**src/sv/ihc_pkg.sv**
```systemverilog
// ----------------------------------------------------------------------------
// ihc_pkg
// Shared types and constants for the ipv4 header checksum insertion block.
// ----------------------------------------------------------------------------
package ihc_pkg;

	localparam int unsigned LANES      = 4;
	localparam int unsigned DATA_W     = 64;
	localparam int unsigned KEEP_W     = 8;
	localparam int unsigned WORD_W     = 16;

	localparam logic [3:0]  IHL_MIN    = 4'd5;
	localparam logic [2:0]  CHUNK_HEAD = 3'd0;  // chunk that carries ihl
	localparam logic [2:0]  CHUNK_CSUM = 3'd1;  // chunk that carries the checksum
	localparam logic [2:0]  CHUNK_SAT  = 3'd7;
	localparam logic [15:0] ONES_MASK  = 16'hFFFF;

	typedef logic [WORD_W-1:0] word_t;
	typedef word_t [LANES-1:0] word_vec_t;

	typedef struct packed {
		logic [KEEP_W-1:0] keep;
		logic [DATA_W-1:0] data;
	} chunk_t;

endpackage

```
**src/sv/ipv4_header_checksum_insert.sv**
```systemverilog
// ----------------------------------------------------------------------------
// ipv4_header_checksum_insert
// Holds the ipv4 header chunks of a packet, sums the header in four parallel
// lanes and releases the run, with the checksum in chunk 1 when the header is complete.
// ----------------------------------------------------------------------------
// header chunks are taken one per cycle while the output is not stalled and
// held until the header ends; the held run (n chunks, up to 8) then leaves one
// chunk per cycle while the output takes it, the first presented once drain_q
// and then the output register are set; no request is taken during the release.
// payload chunks after the header pass through the output register, one per
// cycle while the output is not stalled. reset clears all control state and the
// output valid; the chunk store is not cleared, only written entries are ever read.
module ipv4_header_checksum_insert #(
	parameter int unsigned HEADER_CHUNKS = 8
) (
	input  logic        clk,
	input  logic        arst_n,
	input  logic        s_tvalid,
	output logic        s_tready,
	input  logic [71:0] s_tdata,   // in_data [63:0], in_keep [71:64]
	input  logic        s_tlast,
	output logic        m_tvalid,
	input  logic        m_tready,
	output logic [71:0] m_tdata,   // out_data [63:0], out_keep [71:64]
	output logic        m_tlast,
	output logic [0:0]  m_tuser    // run_end [0]
);

	localparam int unsigned CNT_W = $clog2(HEADER_CHUNKS + 1);
	localparam int unsigned PTR_W = $clog2(HEADER_CHUNKS);

	// packet state
	logic                 hdr_done_q;
	logic [3:0]           words_left_q;
	logic [2:0]           chunk_idx_q;
	ihc_pkg::word_t       psum_q;
	logic [CNT_W-1:0]     held_cnt_q;

	// run release
	logic                 drain_q;
	logic [PTR_W-1:0]     drain_ptr_q;
	logic [CNT_W-1:0]     drain_n_q;
	logic                 patch_q;
	logic                 last_q;
	ihc_pkg::word_t       csum_q;

	// output register
	logic                 out_valid_q;
	ihc_pkg::chunk_t      out_chunk_q;
	logic                 out_last_q;
	logic                 out_end_q;

	// chunk store
	ihc_pkg::chunk_t      held_mem [HEADER_CHUNKS];

	ihc_pkg::chunk_t      in_chunk;
	logic                 in_req;
	logic                 out_free;
	logic                 out_load;
	logic                 idx_first;
	logic [3:0]           ihl_eff;
	logic [3:0]           wl_cur;
	logic [3:0]           wl_next;
	ihc_pkg::word_t       ps_cur;
	ihc_pkg::word_t       ps_next;
	logic [CNT_W-1:0]     hc_cur;
	logic                 hc_store;
	logic [CNT_W-1:0]     hc_next;
	logic [ihc_pkg::LANES-1:0] lane_en;
	ihc_pkg::word_vec_t   lane_word;
	logic                 drain_final;
	logic                 drain_patch;

	assign in_chunk = ihc_pkg::chunk_t'(s_tdata);
	assign out_free = !out_valid_q || m_tready;
	assign s_tready = !drain_q && out_free;
	assign in_req   = s_tvalid && s_tready;
	assign out_load = (drain_q && out_free) || (in_req && hdr_done_q);

	always_comb begin
		idx_first = (chunk_idx_q == ihc_pkg::CHUNK_HEAD);
		ihl_eff   = (in_chunk.data[3:0] < ihc_pkg::IHL_MIN) ? ihc_pkg::IHL_MIN
		            : in_chunk.data[3:0];
		wl_cur    = idx_first ? ihl_eff : words_left_q;
		ps_cur    = idx_first ? '0 : psum_q;
		hc_cur    = idx_first ? '0 : held_cnt_q;
		wl_next   = (wl_cur >= 4'd2) ? wl_cur - 4'd2 : 4'd0;
		hc_store  = (hc_cur < CNT_W'(HEADER_CHUNKS));
		hc_next   = hc_store ? hc_cur + CNT_W'(1) : hc_cur;
		// bytes 10-11 of the header sit in lane 1 of chunk 1
		lane_en[0] = 1'b1;
		lane_en[1] = (chunk_idx_q != ihc_pkg::CHUNK_CSUM);
		lane_en[2] = (wl_cur >= 4'd2);
		lane_en[3] = (wl_cur >= 4'd2);
	end

	for (genvar g = 0; g < ihc_pkg::LANES; g++) begin : g_lane
		ihc_lane u_lane (
			.slice (in_chunk.data[g*ihc_pkg::WORD_W +: ihc_pkg::WORD_W]),
			.en    (lane_en[g]),
			.word  (lane_word[g])
		);
	end

	ihc_merge u_merge (
		.psum  (ps_cur),
		.words (lane_word),
		.sum   (ps_next)
	);

	always_comb begin
		drain_final = (CNT_W'(drain_ptr_q) + CNT_W'(1)) == drain_n_q;
		drain_patch = patch_q && (drain_ptr_q == PTR_W'(ihc_pkg::CHUNK_CSUM));
	end

	always_ff @(posedge clk) begin
		if (in_req && !hdr_done_q && hc_store) begin
			held_mem[hc_cur[PTR_W-1:0]] <= in_chunk;
		end
	end

	always_ff @(posedge clk) begin
		if (drain_q && out_free) begin
			out_chunk_q.keep <= held_mem[drain_ptr_q].keep;
			if (drain_patch) begin
				out_chunk_q.data <= {held_mem[drain_ptr_q].data[ihc_pkg::DATA_W-1:32],
				                     csum_q[7:0], csum_q[15:8],
				                     held_mem[drain_ptr_q].data[15:0]};
			end else begin
				out_chunk_q.data <= held_mem[drain_ptr_q].data;
			end
			out_last_q  <= drain_final ? last_q : 1'b0;
			out_end_q   <= drain_final;
		end else if (in_req && hdr_done_q) begin
			out_chunk_q <= in_chunk;
			out_last_q  <= s_tlast;
			out_end_q   <= 1'b1;
		end
	end

	always_ff @(posedge clk or negedge arst_n) begin
		if (!arst_n) begin
			hdr_done_q   <= 1'b0;
			words_left_q <= '0;
			chunk_idx_q  <= '0;
			psum_q       <= '0;
			held_cnt_q   <= '0;
			drain_q      <= 1'b0;
			drain_ptr_q  <= '0;
			drain_n_q    <= '0;
			patch_q      <= 1'b0;
			last_q       <= 1'b0;
			csum_q       <= '0;
			out_valid_q  <= 1'b0;
		end else begin
			if (out_free) begin
				out_valid_q <= out_load;
			end
			if (drain_q && out_free) begin
				drain_ptr_q <= drain_ptr_q + PTR_W'(1);
				if (drain_final) begin
					drain_q <= 1'b0;
				end
			end else if (in_req) begin
				if (hdr_done_q) begin
					if (s_tlast) begin
						hdr_done_q   <= 1'b0;
						words_left_q <= '0;
						chunk_idx_q  <= '0;
						psum_q       <= '0;
						held_cnt_q   <= '0;
					end
				end else if (wl_next == 4'd0 || s_tlast) begin
					// release the run; checksum only when the header is complete
					drain_q      <= 1'b1;
					drain_ptr_q  <= '0;
					drain_n_q    <= hc_next;
					patch_q      <= (wl_next == 4'd0);
					last_q       <= s_tlast;
					csum_q       <= ~ps_next;
					hdr_done_q   <= !s_tlast;
					held_cnt_q   <= '0;
					if (s_tlast) begin
						words_left_q <= '0;
						chunk_idx_q  <= '0;
						psum_q       <= '0;
					end else begin
						words_left_q <= wl_next;
						chunk_idx_q  <= (chunk_idx_q < ihc_pkg::CHUNK_SAT)
						                ? chunk_idx_q + 3'd1 : ihc_pkg::CHUNK_SAT;
						psum_q       <= ps_next;
					end
				end else begin
					words_left_q <= wl_next;
					chunk_idx_q  <= (chunk_idx_q < ihc_pkg::CHUNK_SAT)
					                ? chunk_idx_q + 3'd1 : ihc_pkg::CHUNK_SAT;
					psum_q       <= ps_next;
					held_cnt_q   <= hc_next;
				end
			end
		end
	end

	assign m_tvalid = out_valid_q;
	assign m_tdata  = 72'(out_chunk_q);
	assign m_tlast  = out_last_q;
	assign m_tuser  = out_end_q;

	a_held_bound: assert property (@(posedge clk) disable iff (!arst_n)
		held_cnt_q <= CNT_W'(HEADER_CHUNKS))
		else $error("held chunk count beyond store depth");

	a_drain_ptr: assert property (@(posedge clk) disable iff (!arst_n)
		drain_q |-> (CNT_W'(drain_ptr_q) < drain_n_q))
		else $error("release pointer past end of run");

	a_pass_out: assert property (@(posedge clk) disable iff (!arst_n)
		(in_req && hdr_done_q) |=> (m_tvalid && m_tuser[0]))
		else $error("payload chunk not presented as a single-result run");

	a_drain_end: assert property (@(posedge clk) disable iff (!arst_n)
		(drain_q && out_free && drain_final) |=> (m_tvalid && m_tuser[0] && !drain_q))
		else $error("run release did not close with run end");

endmodule

```
**src/sv/ihc_lane.sv**
```systemverilog
// ----------------------------------------------------------------------------
// ihc_lane
// One summing lane: turns a little-endian byte pair of the chunk into a
// big-endian header word, or zero when the word is not part of the sum.
// ----------------------------------------------------------------------------
module ihc_lane (
	input  logic [ihc_pkg::WORD_W-1:0] slice,
	input  logic                       en,
	output ihc_pkg::word_t             word
);

	// byte 2k is the high byte of the header word
	always_comb begin
		if (en) begin
			word = {slice[7:0], slice[15:8]};
		end else begin
			word = '0;
		end
	end

endmodule

```
**src/sv/ihc_merge.sv**
```systemverilog
// ----------------------------------------------------------------------------
// ihc_merge
// Combines the lane words with the running sum in ones'-complement
// arithmetic with end-around carry.
// ----------------------------------------------------------------------------
module ihc_merge (
	input  ihc_pkg::word_t    psum,
	input  ihc_pkg::word_vec_t words,
	output ihc_pkg::word_t    sum
);

	logic [18:0] total;
	logic [16:0] fold1;
	logic [16:0] fold2;

	always_comb begin
		total = 19'(psum);
		for (int i = 0; i < ihc_pkg::LANES; i++) begin
			total = total + 19'(words[i]);
		end
		// two folds bring a five-term sum back to 16 bits
		fold1 = 17'(total[15:0]) + 17'(total[18:16]);
		fold2 = 17'(fold1[15:0]) + 17'(fold1[16]);
		sum   = fold2[15:0] & ihc_pkg::ONES_MASK;
	end

endmodule

```
**config.mk**
```make
export PLATFORM = sky130hd
export DESIGN_NAME = ipv4_header_checksum_insert
export DESIGN_NICKNAME = d
export VERILOG_FILES = /design/src/sv/ihc_pkg.sv /design/src/sv/ipv4_header_checksum_insert.sv /design/src/sv/ihc_lane.sv /design/src/sv/ihc_merge.sv
export SDC_FILE = /design/constraint.sdc
export NUM_CORES = 1
export LEC_CHECK = 0
export BUFFER_PORTS_ARGS = -buffer_cell sky130_fd_sc_hd__buf_4
export CAP_MARGIN = 20
export CELL_PAD_IN_SITES_DETAIL_PLACEMENT = 1
export CELL_PAD_IN_SITES_GLOBAL_PLACEMENT = 1
export CORE_ASPECT_RATIO = 0.9
export CORE_MARGIN = 3
export CORE_UTILIZATION = 48
export DETAILED_ROUTE_END_ITERATION = 7
export PLACE_DENSITY_LB_ADDON = 0.1
export SYNTH_ARGS = -nofsm -noshare
export SYNTH_HDL_FRONTEND = slang
export SYNTH_SLANG_ARGS = --single-unit
export TNS_END_PERCENT = 100
```
**constraint.sdc**
```tcl
create_clock -name clk -period 9.83 [get_ports clk]
set_input_delay 0.4915 -clock clk [delete_from_list [all_inputs] [get_ports clk]]
set_output_delay 0.4915 -clock clk [all_outputs]
set_load 0.05 [all_outputs]
```
==> flow_summary_export.csv, run 1 <==
group,metric,value,unit
global_routing,grt_remaining_overflow,0,
cells_and_area,n_antenna_cell,0,
logic_synthesis,synth_ff_type,"edfxtp_1",
hold_path,min-delay-start,"s_tdata[70]",
clock_tree,clkSinkCount,705,
clock_tree,cts_buffer_depth,3,
clock_tree,post_cts_buffers,0,
placement,dp_hpwl,48000,µm
timing,fmax,108,MHz
global_routing,antenna_found_initial,1,
die,die-area,66700,µm²
logic_synthesis,async_flop_share,0.0780,
die,rows,87,
logic_synthesis,ys_ff_latch,705,
logic_synthesis,yosysWarnings,0,
logic_synthesis,netlist_top_cells_area,"edfxtp_1, mux4_2, dfrtp_1",
placement,gp_congestion,0.871,
timing,worst_pin_slew,1.03,ns
die,die_h,245,µm
hold_path,min_path_cells,1,
cells_and_area,nFillCells,5779,
critical_path,r2r_cells,43,
global_routing,grt_max_degree,85,
logic_synthesis,synth_largest_area_cell,"edfxtp_1",
logic_synthesis,synth_edf_count,650,
logic_synthesis,yosysSeqAreaShare,0.684,
logic_synthesis,synth_nets,2005,
logic_synthesis,synth-xor-area-share,0.0143,
cells_and_area,seqCellArea,20900,µm²
timing,worst_clock_skew,0.0235,ns
critical_path,path_delay_family,"compound AO/OA/AOI/OAI gates",
timing,hold_violations,0,
timing,final.min_clock_period,9.30,ns
hold_path,min_to,"held_mem[7][70]",
clock_tree,path_clk_slew,0.06,ns
route,ant_nets,0,
route,drc,0,
logic_synthesis,synth_top_family_by_area,"multiplexers",
logic_synthesis,synth_fa_ha_area_frac,0.0411,
clock_tree,cts_made_buffers,74,
critical_path,rr_endpoint,"csum_q[15]",
clock_tree,htreeDepth,3,
timing,setup_viol,0,
logic_synthesis,synth_top_area_share,0.639,
global_routing,grt_pass1_vias,18300,
cells_and_area,layout-drive-gt1-share,0.233,
critical_path,arrival,9.81,ns
die,core_area,62800,µm²
timing,maxSlewViolCount,0,
global_routing,grt.total_usage,0.232,
logic_synthesis,yosys.area_share.simple,0.0598,
route,wl,76200,µm
timing,relSlewSlack,0.314,
placement,place.port_buffers,152,
critical_path,path_max_fanout,10,
logic_synthesis,synth_compound_area_frac,0.0516,
global_routing,grt_pass1_wl,115000,µm
clock_tree,worstSkewPairLatency,0.62,ns
timing,hold_slack,0.120,ns
critical_path,cp.required,10.34,ns
cells_and_area,syn_to_final_growth,15.3,%
critical_path,crit_top_cell,"inv_1",
logic_synthesis,ys_types,73,
cells_and_area,multiInputGateArea,9110,µm²
critical_path,r2r_start,"chunk_idx_q[0]",
critical_path,crit_slowest_cell,"fa_1",
critical_path,crit_type,"flop to flop",
clock_tree,root_buffer,"clkbuf_16",
critical_path,crit_path_start_kind,"flop",
route,vias,16900,
critical_path,r2r_setup_slack,0.53,ns
route,drtPass1Iterations,4,
critical_path,cp-end-kind,"flop",
route,drtIter0Drc,1247,
cells_and_area,final_nets,2176,
die,io-pin-count,153,
logic_synthesis,syn_area,30500,µm²
timing,worst_slack,0.532,ns
route,wl_per_cell,26.1,µm
logic_synthesis,syn_area_per_cell,16.5,µm²
timing,post-route-period-util,0.946,
logic_synthesis,synth.area.mux_share,0.128,
run_status,status,"finished clean",
hold_path,min_path_type,"input pin to flop",
die,initial_utilization,0.486,
logic_synthesis,postSynthCellCount,1848,
timing,rsz0062_at_grt,"false",
clock_tree,cts_tree,"yes",
flow_run,cap_violations,0,
placement,place_ws,0.289,ns
timing,fin_setup_tns,0,ns
critical_path,crit_buf_inv,6,
route,via_per_inst,5.79,
critical_path,slowest_delay,0.56,ns
die,die_w,272,µm
[cells in the mapped netlist (all sizes together), types with 31 or more instances]
master and instances:
edfxtp 650, nand2 170, mux4 144, o21ai 123, inv 80, clkbuf 67
a21oi 65, mux2i 59, and2 55, dfrtp 55, ha 46, nand3 38
fa 34, xnor2 31
[how the worst max path moves through the flow]
stage	startpoint	to	slack (ns)	cells after the start
2_1_floorplan	m_tvalid	held_mem[2][0]	0.009	6
3_3_place_gp	chunk_idx_q[0]	csum_q[15]	0.64	43
3_5_place_dp	chunk_idx_q[0]	csum_q[15]	0.29	43
4_1_cts	chunk_idx_q[0]	csum_q[15]	0.20	43
5_1_grt	chunk_idx_q[0]	psum_q[13]	0.03	43
6_report	chunk_idx_q[0]	csum_q[15]	0.53	43
[logic make-up (layout without fill, tap and decap cells)]
logic type      count (synthesis)  count (layout)
compound gates                262             262
xor+xnor                       50              50
fa+ha+maj                      80              80
buf+inv                       172             403
flops                         705             705
mux                           209             209
simple gates                  370             370
[layout by cell type, fill, tap and decap left out, types with 15 or more instances in the layout]
cell and instances:
and2_1 55, mux4_2 144, clkinv_1 19, nand3_1 37, a22o_1 15, edfxtp_1 650, inv_1 80, ha_1 44
nor2_1 23, fa_1 34, nor3_1 15, clkbuf_16 76, xnor2_1 31, nand2_1 170, dfrtp_1 51, buf_4 184
xor2_1 19, mux2i_1 59, a21oi_1 64, o21ai_0 116
[area by class of cell]
| cell class | count | share of cell area |
|---|---|---|
| inverter | 80 | 0.00853 |
| multi-input combinational | 971 | 0.259 |
| clock inverter | 46 | 0.0124 |
| clock buffer | 90 | 0.0561 |
| tap | 845 | 0.0300 |
| timing repair buffer | 187 | 0.0409 |
| sequential | 705 | 0.594 |
[state kept, by name, summed over array words and instances, names as in the netlist, 3 cells and up]
name	cells
chunk_idx_q	3
csum_q	16
drain_n_q	4
drain_ptr_q	3
held_cnt_q	4
held_mem	576
m_tdata	72
psum_q	16
words_left_q	4
[routing by layer]
layer | wire length (µm) | track usage
met2 | 37300 | 0.380
met1 | 33100 | 0.322
met4 | 2060 | 0.0678
met5 | 13 | 0
met3 | 3750 | 0.0438
[timing repair]
item,CTS,global route
hold buffers,1,0
resized for setup,0,9
setup endpoints to repair,0,9
hold endpoints to repair,55,0
[through the flow]
stage / cells / cell area [µm²] / utilization
6_report: 2924 / 35200 / 0.561
5_1_grt: 2924 / 35200 / 0.561
4_1_cts: 2923 / 35200 / 0.560
3_5_place_dp: 2786 / 32700 / 0.521
3_3_place_gp: 2786 / 32700 / 0.521
2_1_floorplan: 1848 / 30500 / -
Power of run 1 is left out: the tool's default activity adds up to more than one toggle a clock period on the data nets, which glitch-free logic cannot reach.
==> run 2: changes to the inputs <==
--- a/config.mk
+++ b/config.mk
@@ -5,16 +5,18 @@
 export SDC_FILE = /design/constraint.sdc
 export NUM_CORES = 1
 export LEC_CHECK = 0
+export ABC_AREA = 1
 export BUFFER_PORTS_ARGS = -buffer_cell sky130_fd_sc_hd__buf_4
 export CAP_MARGIN = 20
 export CELL_PAD_IN_SITES_DETAIL_PLACEMENT = 1
 export CELL_PAD_IN_SITES_GLOBAL_PLACEMENT = 1
 export CORE_ASPECT_RATIO = 0.9
 export CORE_MARGIN = 3
-export CORE_UTILIZATION = 48
+export CORE_UTILIZATION = 45
 export DETAILED_ROUTE_END_ITERATION = 7
 export PLACE_DENSITY_LB_ADDON = 0.1
 export SYNTH_ARGS = -nofsm -noshare
 export SYNTH_HDL_FRONTEND = slang
+export SYNTH_HIERARCHICAL = 1
 export SYNTH_SLANG_ARGS = --single-unit
 export TNS_END_PERCENT = 100
==> flow_summary_export.csv, run 2 <==
group,metric,value,unit
run_status,status,"finished clean",
timing,fmax,114,MHz
logic_synthesis,syn_area_per_cell,11.1,µm²
critical_path,crit_type,"flop to flop",
timing,hold_violations,0,
clock_tree,htreeDepth,3,
route,drtPass1Iterations,7,
flow_run,cap_violations,0,
clock_tree,clkSinkCount,705,
critical_path,endpoint,"psum_q[12]",
critical_path,cp-end-kind,"flop",
placement,gp_congestion,0.860,
logic_synthesis,yosysWarnings,6,
logic_synthesis,netlist_top_cells_area,"edfxtp_1, o21ai_0, nor2_1",
logic_synthesis,async_flop_share,0.0780,
timing,setup_viol,0,
critical_path,arrival,9.21,ns
route,wl_per_cell,23.6,µm
logic_synthesis,synth_top_area_share,0.616,
global_routing,grt_remaining_overflow,0,
placement,place.port_buffers,152,
critical_path,crit_cells,49,
global_routing,grt.total_usage,0.253,
hold_path,min_path_cells,1,
global_routing,antenna_found_initial,1,
critical_path,crit_slowest_cell,"nand2_1",
critical_path,cp.required,10.29,ns
clock_tree,post_cts_buffers,0,
timing,worst_clock_skew,0.0248,ns
cells_and_area,final_common_cell,"edfxtp_1",
timing,fin_setup_tns,0,ns
critical_path,slowest_delay,0.60,ns
die,rows,91,
timing,worst_pin_slew,1.12,ns
critical_path,rr_endpoint,"psum_q[12]",
timing,post-route-period-util,0.890,
clock_tree,cts_made_buffers,76,
logic_synthesis,ys_ff_latch,705,
clock_tree,cts_tree,"yes",
critical_path,crit_buf_inv,12,
die,die_h,258,µm
clock_tree,cts_buffer_depth,3,
critical_path,r2r_start,"chunk_idx_q[1]",
critical_path,path_max_fanout,16,
route,ant_nets,0,
logic_synthesis,synth_common_cells,"edfxtp_1, nor2_1, inv_1, nand2_1, o21ai_0",
global_routing,grt_pass1_wl,142000,µm
critical_path,r2r_cells,49,
logic_synthesis,synth_ff_type,"edfxtp_1",
critical_path,r2r_setup_slack,1.08,ns
logic_synthesis,synth_edf_count,650,
critical_path,crit_top_cell,"inv_1",
die,die-area,73600,µm²
logic_synthesis,synth_nets,3000,
route,drc,0,
hold_path,min_path_type,"input pin to flop",
cells_and_area,n_antenna_cell,0,
placement,dp_hpwl,55700,µm
logic_synthesis,yosysMostFrequentCell,"edfxtp_1",
die,core_area,69100,µm²
global_routing,grt_max_degree,142,
die,io-pin-count,153,
cells_and_area,final_cell_mix,"edfxtp_1, nor2_1, inv_1",
cells_and_area,final_nets,3113,
clock_tree,path_clk_slew,0.06,ns
critical_path,cp-startpoint,"chunk_idx_q[1]",
critical_path,path_delay_family,"simple AND/OR/NAND/NOR gates",
route,via_per_inst,5.59,
timing,final.min_clock_period,8.75,ns
route,vias,22000,
cells_and_area,layout-drive-gt1-share,0.128,
clock_tree,root_buffer,"clkbuf_16",
logic_synthesis,yosysSeqAreaShare,0.660,
critical_path,crit_path_start_kind,"flop",
die,initial_utilization,0.458,
cells_and_area,nFillCells,7332,
clock_tree,worstSkewPairLatency,0.63,ns
timing,maxSlewViolCount,0,
route,wl,93000,µm
logic_synthesis,syn_area,31700,µm²
global_routing,grt_pass1_vias,23200,
route,drtIter0Drc,1815,
cells_and_area,syn_to_final_growth,13.6,%
timing,rsz0062_at_grt,"false",
logic_synthesis,postSynthCellCount,2844,
die,die_w,286,µm
logic_synthesis,ys_types,44,
logic_synthesis,synth_largest_area_cell,"edfxtp_1",
timing,relSlewSlack,0.256,
cells_and_area,largest_register_ffs,576,
## run 2: layout make-up
class / instances / area (µm²) / share of cell area
sequential: 705 / 20900 / 0.581
multi-input combinational: 1644 / 8830 / 0.245
clock buffer: 103 / 2060 / 0.0574
timing repair buffer: 184 / 1410 / 0.0391
inverter: 346 / 1310 / 0.0365
tap: 930 / 1160 / 0.0323
clock inverter: 28 / 295 / 0.00821
## run 2: cell families (layout without fill, tap and decap cells)
kind of cell	after synthesis	count (layout)	synth area share
other cells	1	1	0.000118
flops	705	705	0.660
fa+ha+maj	79	79	0.0426
xor+xnor	22	22	0.00608
buf+inv	495	661	0.0636
compound gates	642	642	0.109
simple gates	900	900	0.119
## run 2: how the worst min path moves through the flow
stage	slack (ns)	endpoint	from
2_1_floorplan	0.20	chunk_idx_q[0]	arst_n
3_3_place_gp	0.47	last_q	last_q
3_5_place_dp	0.48	csum_q[6]	csum_q[6]
4_1_cts	0.07	held_mem[3][70]	s_tdata[70]
5_1_grt	0.08	held_mem[3][70]	s_tdata[70]
6_report	0.10	held_mem[3][70]	s_tdata[70]
## run 2: repair_timing
item                      CTS  global route
resized for setup           0             0
hold buffers                1             0
hold endpoints to repair   55             0
## run 2: through the flow
stage               hold slack (ns)  utilization  instances  setup WS (ns)  area, µm²
finish                        0.102        0.521       3940           1.08      36000
global route                 0.0802        0.521       3940          0.388      36000
global placement              0.473        0.486       3805           1.49      33600
floorplan                     0.196            -       2844           2.24      31700
CTS                          0.0732        0.520       3939           1.15      36000
detailed placement            0.480        0.486       3807           1.17      33600
## run 2: metal layers
metal / up-vias / part of all wire / track usage / routed length, µm
met3: 118 / 0.044 / 0.0344 / 4080
met2: 507 / 0.49 / 0.433 / 45800
met5: - / 0.00014 / 0 / 13
met1: 11400 / 0.45 / 0.347 / 41400
met4: 2 / 0.018 / 0.0530 / 1660
li1: 9958 / - / - / -
Power of run 2 is left out for the same reason.
